<file path="src/sv/assert_macros.svh">
// Assertion macros used by the top level of the distance and bearing unit.
`ifndef ASSERT_MACROS_SVH
`define ASSERT_MACROS_SVH

// Same-cycle implication, disabled while reset is active.
`define PPDB_ASSERT_NOW(label, clk, rst_n, ante, cons) \
    label: assert property (@(posedge clk) disable iff (!rst_n) (ante) |-> (cons)) \
        else $error("%m: check failed");

// Next-cycle implication, disabled while reset is active.
`define PPDB_ASSERT_NEXT(label, clk, rst_n, ante, cons) \
    label: assert property (@(posedge clk) disable iff (!rst_n) (ante) |=> (cons)) \
        else $error("%m: check failed");

`endif

</file>
<file path="src/sv/ppdb_pkg.sv">
// Shared constants, widths and tables of the point pair distance and bearing unit.
package ppdb_pkg;

    localparam int COORD_WIDTH         = 24;
    localparam int ANGLE_FRACTION_BITS = 16;
    localparam int CORDIC_STEPS        = 30;

    localparam int DIST_M_WIDTH  = 25;
    localparam int DIST_FT_WIDTH = 27;
    localparam int ANGLE_WIDTH   = 26;

    localparam int DIFF_W   = COORD_WIDTH + 1;
    localparam int SQ_W     = 2 * DIFF_W;
    localparam int XY_W     = 64;
    localparam int XY_SHIFT = 60 - COORD_WIDTH;

    localparam int Z_W     = 34;
    localparam int SWEEP_W = Z_W + 1;
    localparam int ZFRAC   = 30;
    localparam int ASH     = ZFRAC - ANGLE_FRACTION_BITS;

    localparam logic signed [Z_W-1:0] ATAN_TAB [CORDIC_STEPS] = '{
        34'sh3243F6A8, 34'sh1DAC6705, 34'sh0FADBAFC, 34'sh07F56EA6, 34'sh03FEAB76,
        34'sh01FFD55B, 34'sh00FFFAAA, 34'sh007FFF55, 34'sh003FFFEA, 34'sh001FFFFD,
        34'sh000FFFFF, 34'sh0007FFFF, 34'sh0003FFFF, 34'sh0001FFFF, 34'sh0000FFFF,
        34'sh00007FFF, 34'sh00003FFF, 34'sh00001FFF, 34'sh00000FFF, 34'sh000007FF,
        34'sh000003FF, 34'sh000001FF, 34'sh000000FF, 34'sh0000007F, 34'sh0000003F,
        34'sh0000001F, 34'sh0000000F, 34'sh00000008, 34'sh00000004, 34'sh00000002
    };
    localparam logic signed [Z_W-1:0] CORDIC_PI = ATAN_TAB[0] <<< 2;

    // Degree scaling: 180 / 3.14159265 as an exact ratio.
    localparam logic [63:0] DEG_NUM = 64'd3600000000;
    localparam logic [63:0] DEG_DEN = 64'd62831853;
    localparam int MAG_W  = Z_W;
    localparam int R_W    = MAG_W + 6;
    localparam int MLO_W  = MAG_W / 2;
    localparam int MHI_W  = MAG_W - MLO_W;
    localparam int RLO_W  = R_W / 2;
    localparam int RHI_W  = R_W - RLO_W;
    localparam int PP_W   = MHI_W + RHI_W;
    localparam int DS_W   = MAG_W + R_W;
    localparam logic [R_W-1:0] DEG_RECIP =
        R_W'((128'(DEG_NUM) << MAG_W) / 128'(DEG_DEN));
    localparam int FMT_LAT = 6;

    // Feet conversion: 3 + 280839895 / 10^9.
    localparam logic [63:0] FEET_FRAC = 64'd280839895;
    localparam logic [63:0] BILLION   = 64'd1000000000;
    localparam int FN_W   = DIFF_W + 30;
    localparam int FR_W   = FN_W - 29;
    localparam int FNLO_W = FN_W / 2;
    localparam int FNHI_W = FN_W - FNLO_W;
    localparam int FP_W   = FNHI_W + FR_W;
    localparam int FS_W   = FN_W + FR_W;
    localparam logic [FR_W-1:0] FEET_RECIP = FR_W'((128'd1 << FN_W) / 128'(BILLION));

    localparam int ANG_STAGE  = CORDIC_STEPS + 2 + FMT_LAT;
    localparam int FEET_STAGE = 9 + DIFF_W;
    localparam int OUT_STAGE  = ((ANG_STAGE > FEET_STAGE) ? ANG_STAGE : FEET_STAGE) + 1;
    localparam int ANG_DLY    = OUT_STAGE - ANG_STAGE;
    localparam int DIST_DLY   = OUT_STAGE - FEET_STAGE;

endpackage

</file>
<file path="src/sv/ppdb_angle_fmt.sv">
// Pipelined conversion of a Q30 radian angle to rounded radians or degrees.
module ppdb_angle_fmt (
    input  logic                                   i_clk,
    input  logic                                   i_en,
    input  logic                                   i_deg,
    input  logic signed [ppdb_pkg::SWEEP_W-1:0]    i_z,
    output logic signed [ppdb_pkg::ANGLE_WIDTH-1:0] o_angle
);

    logic                          r_sgn1, r_sgn2, r_sgn3, r_sgn4, r_sgn5;
    logic [ppdb_pkg::MAG_W-1:0]    r_mag1, r_mag2, r_mag3, r_mag4;
    logic [ppdb_pkg::PP_W-1:0]     r_hh, r_hl, r_lh, r_ll;
    logic [ppdb_pkg::DS_W-1:0]     w_dsum;
    logic [ppdb_pkg::R_W-1:0]      r_c0, r_c0b;
    logic [ppdb_pkg::DS_W-1:0]     r_p1, r_p2, w_drem;
    logic [ppdb_pkg::R_W-1:0]      w_deg, r_v, w_rnd;
    logic signed [ppdb_pkg::ANGLE_WIDTH-1:0] r_out;

    assign w_dsum = (ppdb_pkg::DS_W'(r_hh) << (ppdb_pkg::MLO_W + ppdb_pkg::RLO_W))
                  + (ppdb_pkg::DS_W'(r_hl) << ppdb_pkg::MLO_W)
                  + (ppdb_pkg::DS_W'(r_lh) << ppdb_pkg::RLO_W)
                  + ppdb_pkg::DS_W'(r_ll);
    assign w_drem = r_p1 - r_p2;
    assign w_deg  = r_c0b + ppdb_pkg::R_W'(w_drem >= ppdb_pkg::DS_W'(ppdb_pkg::DEG_DEN));
    assign w_rnd  = (r_v + ppdb_pkg::R_W'(64'd1 << (ppdb_pkg::ASH - 1))) >> ppdb_pkg::ASH;

    always_ff @(posedge i_clk) begin
        if (i_en) begin
            r_sgn1 <= i_z[ppdb_pkg::SWEEP_W-1];
            r_mag1 <= ppdb_pkg::MAG_W'(i_z[ppdb_pkg::SWEEP_W-1] ? -i_z : i_z);

            r_hh <= ppdb_pkg::PP_W'(r_mag1[ppdb_pkg::MAG_W-1 -: ppdb_pkg::MHI_W])
                  * ppdb_pkg::PP_W'(ppdb_pkg::DEG_RECIP[ppdb_pkg::R_W-1 -: ppdb_pkg::RHI_W]);
            r_hl <= ppdb_pkg::PP_W'(r_mag1[ppdb_pkg::MAG_W-1 -: ppdb_pkg::MHI_W])
                  * ppdb_pkg::PP_W'(ppdb_pkg::DEG_RECIP[ppdb_pkg::RLO_W-1:0]);
            r_lh <= ppdb_pkg::PP_W'(r_mag1[ppdb_pkg::MLO_W-1:0])
                  * ppdb_pkg::PP_W'(ppdb_pkg::DEG_RECIP[ppdb_pkg::R_W-1 -: ppdb_pkg::RHI_W]);
            r_ll <= ppdb_pkg::PP_W'(r_mag1[ppdb_pkg::MLO_W-1:0])
                  * ppdb_pkg::PP_W'(ppdb_pkg::DEG_RECIP[ppdb_pkg::RLO_W-1:0]);
            r_mag2 <= r_mag1;
            r_sgn2 <= r_sgn1;

            r_c0   <= w_dsum[ppdb_pkg::DS_W-1 -: ppdb_pkg::R_W];
            r_mag3 <= r_mag2;
            r_sgn3 <= r_sgn2;

            r_p1   <= ppdb_pkg::DS_W'(r_mag3) * ppdb_pkg::DS_W'(ppdb_pkg::DEG_NUM);
            r_p2   <= ppdb_pkg::DS_W'(r_c0) * ppdb_pkg::DS_W'(ppdb_pkg::DEG_DEN);
            r_c0b  <= r_c0;
            r_mag4 <= r_mag3;
            r_sgn4 <= r_sgn3;

            r_v    <= i_deg ? w_deg : ppdb_pkg::R_W'(r_mag4);
            r_sgn5 <= r_sgn4;

            r_out  <= ppdb_pkg::ANGLE_WIDTH'(r_sgn5 ? -w_rnd : w_rnd);
        end
    end

    assign o_angle = r_out;

endmodule

</file>
<file path="config.mk">
export PLATFORM = sky130hd
export DESIGN_NAME = ppdb_angle_fmt
export DESIGN_NICKNAME = d
export VERILOG_FILES = /design/src/sv/assert_macros.svh /design/src/sv/ppdb_pkg.sv /design/src/sv/ppdb_angle_fmt.sv
export SDC_FILE = /design/constraint.sdc
export NUM_CORES = 2
export LEC_CHECK = 0
export ABC_AREA = 0
export BUFFER_PORTS_ARGS = -buffer_cell sky130_fd_sc_hd__buf_4
export CAP_MARGIN = 20
export CORE_ASPECT_RATIO = 2
export CORE_MARGIN = 2
export CORE_UTILIZATION = 55
export DETAILED_ROUTE_END_ITERATION = 16
export PLACE_DENSITY = 0.71
export SLEW_MARGIN = 5
export SYNTH_ARGS = -nofsm -noshare
export SYNTH_HDL_FRONTEND = slang
export SYNTH_SLANG_ARGS = --single-unit
</file>
<file path="constraint.sdc">
create_clock -name i_clk -period 10.95 [get_ports i_clk]
set_clock_uncertainty 0.05 [all_clocks]
set_input_delay 1.6425 -clock i_clk [delete_from_list [all_inputs] [get_ports i_clk]]
set_output_delay 1.6425 -clock i_clk [all_outputs]
set_load 0.02 [all_outputs]
</file>
==> results.md <==
* Outcome: finished, final reports clean
* CP most frequent cell: fa_1
* Layout cells sized above 1 at 0.0347
* Worst slew pin tran at 1.06 ns
* Crit path arrival time at 9.17 ns
* GRT overflow at 0
* Async S/R FF share, synth at 0
* Post-route ant nets at 0
* Fillers at 11400
* Tmin final at 8.82 ns
* Post-synth EDFFs at 492
* Max H-tree Level at 2
* Clock Sinks at 492
* Drt via density at 5.68
* Synth Flop Type: edfxtp_1
* Slowest stage delay, CP at 0.78 ns
* Post_cts resized at 0
* Most common cell after layout, fill and taps aside: inv_1
* Die area at 138000 um2
* Mapped cell area at 73900 um2
* Placed Instances at 8522
* Crit-path slowest cell: edfxtp_1
* Global-route wire length before repair at 336 mm
* Num rows at 190
* Worst path cell trace: fa_1 > fa_1 > inv_1 > fa_1 > fa_1 > fa_1 > inv_1 > fa_1 > fa_1 > ha_1 > nand3_1 > a21o_1 > o22ai_1 > o21ai_0 > o211a_1 > or4b_2 > a21oi_1 > o22ai_1 > o2111a_1 > o31ai_1 > a21oi_1 > xnor2_1
* Max cap viols at 0
* Final Cycle Share at 0.806
* Setup TNS at 0 ns
* Clock Latency Late Sink at 0.69 ns
* GP Congestion at 1.02
* Synth-to-layout area growth at 6.15%
* Vias at 49000
* DRC Markers at 0
* Clk pin slew, worst setup/hold paths at 0.07 ns
* DR WL/cell at 26.1 um
* Drt pass-1 iters at 9
* Final count of hold timing violations at 0
* Fmax at 113 MHz
* Most frequent cells in the layout: 1692 x inv_1, 1215 x ha_1, 1201 x fa_1
* CTS tree: yes
* Largest net degree at the start of global routing at 135
* Clock Tree Root: clkbuf_16
* Gr usage total at 0.339
* Setup bufs post-CTS at 0
* Hpwl dp at 199 mm
* RSZ-0062 raised after global routing: false
* Gate Count Post-Synth at 6744
* Worst Hold Class: reg2reg
* Finished Layout Cells at 8621
* Yosys cell types at 90
* CP endpoint kind: register
* Max Root-Sink Buffers at 3
* Initial antenna violation count at 5
* Die width at 263 um
* #FFs+latches synth at 492
* Initial Util at 0.553
* Critical Path Start Type: register
* Core area at 134000 um2
* Final-report max-slew violation count at 0
* Number of global-route vias before repair at 55100
* Syn. warnings at 0
* 1st-iter DRT viols at 2225
* Die Ht at 522 um
* Setup violators final at 0
* Syn Area/Cell at 11.0 um2
* Type of the worst setup path: reg2reg
* Syn_nets at 9198
* Crit Path Max Fanout at 9
* Number of buffers created by CTS at 52
* IO Port Bufs at 63
* Critical path required time at 11.30 ns
* CTS Hold Bufs at 0
* Final #Nets at 9302
* Aggregate routed wire length at 225 mm
* Relative slew slack at 0.296
* Sequential area share after synthesis at 0.200
* IO Count at 64
[path summary, 6_finish.rpt]
kind | from | end | slack [ns] | depth (start not counted)
worst max-delay path | r_c0[12] | r_p2[65] | 2.13 | 22
worst min-delay path | r_mag2[26] | r_mag3[26] | 0.37 | 0
worst max register to register | r_c0[12] | r_p2[65] | 2.13 | 22
worst min register to register | r_mag2[26] | r_mag3[26] | 0.37 | 0
[worst max-delay path: cells and delay by family (launching register included)]
family	cells	cell delay (ns)
adders and majority gates	8	4.16
AOI/OAI and AO/OA	9	2.40
and+or+nand+nor	2	0.84
DFF	1	0.78
buffers and inverters	2	0.15
xor gates and xnor gates	1	0.14
[cells by family after synthesis]
group                    after synthesis  synth area share
adder cells (fa/ha/maj)             2416             0.531
AO/OA/AOI/OAI                        841            0.0761
XOR/XNOR                             353            0.0418
multiplexers                          17           0.00230
buffers and inverters               1734            0.0883
flip-flops                           492             0.200
AND/OR/NAND/NOR                      891            0.0607
[cell type report]
class                           count  area (um2)  area share
Clock buffer                       59        1350      0.0172
Sequential cell                   492       14800       0.188
Tap cell                         1728        2160      0.0276
Timing Repair Buffer               91         703     0.00896
Clock inverter                     37         487     0.00620
Inverter                         1693        6350      0.0810
Multi-Input combinational cell   4518       52600       0.671
Antenna cell                        3        7.51   0.0000957
[flip-flops by register name, summed over array words and instances, names as in the netlist]
register	cells
r_mag1	34
r_sgn4	1
r_mag3	34
r_sgn5	1
r_p2	64
o_angle	26
r_p1	53
r_hl	26
r_c0b	40
r_sgn3	1
r_v	27
r_mag2	34
r_sgn1	1
r_hh	35
r_lh	35
r_mag4	24
r_sgn2	1
r_c0	40
r_ll	15
[metal layers]
layer / track usage / share of wire / vias up / routed length, um
met5: 0 / 0.00018 / - / 41
met4: 0.335 / 0.12 / 6 / 27900
met3: 0.0354 / 0.031 / 764 / 7020
met2: 0.656 / 0.55 / 1286 / 124000
met1: 0.295 / 0.29 / 24700 / 66300
li1: - / - / 22300 / -
[Yosys cell counts (all sizes together), types with 85 or more instances]
| cell type | count | share of area |
|---|---|---|
| a21oi | 228 | 0.016 |
| xor2 | 85 | 0.010 |
| o21ai | 162 | 0.011 |
| fa | 1201 | 0.33 |
| xnor2 | 268 | 0.032 |
| edfxtp | 492 | 0.20 |
| nand2 | 189 | 0.0096 |
| nor2 | 213 | 0.011 |
| a21o | 104 | 0.011 |
| ha | 1215 | 0.21 |
| inv | 1692 | 0.086 |
| nand3 | 99 | 0.0067 |
[metrics by stage]
| step | area [um2] | util | hold WS [ns] | worst slack (ns) |
|---|---|---|---|---|
| 3_3_place_gp | 76600 | 0.574 | 0.352 | 2.24 |
| 6_report | 78500 | 0.587 | 0.371 | 2.13 |
| 2_1_floorplan | 73900 | - | 0.350 | 3.60 |
| 4_1_cts | 78500 | 0.587 | 0.373 | 2.14 |
| 5_1_grt | 78500 | 0.587 | 0.379 | 1.78 |
| 3_5_place_dp | 76600 | 0.574 | 0.355 | 2.17 |
Power is left out: the tool's default activity adds up to more than one toggle a clock period on the data nets, which glitch-free logic cannot reach.
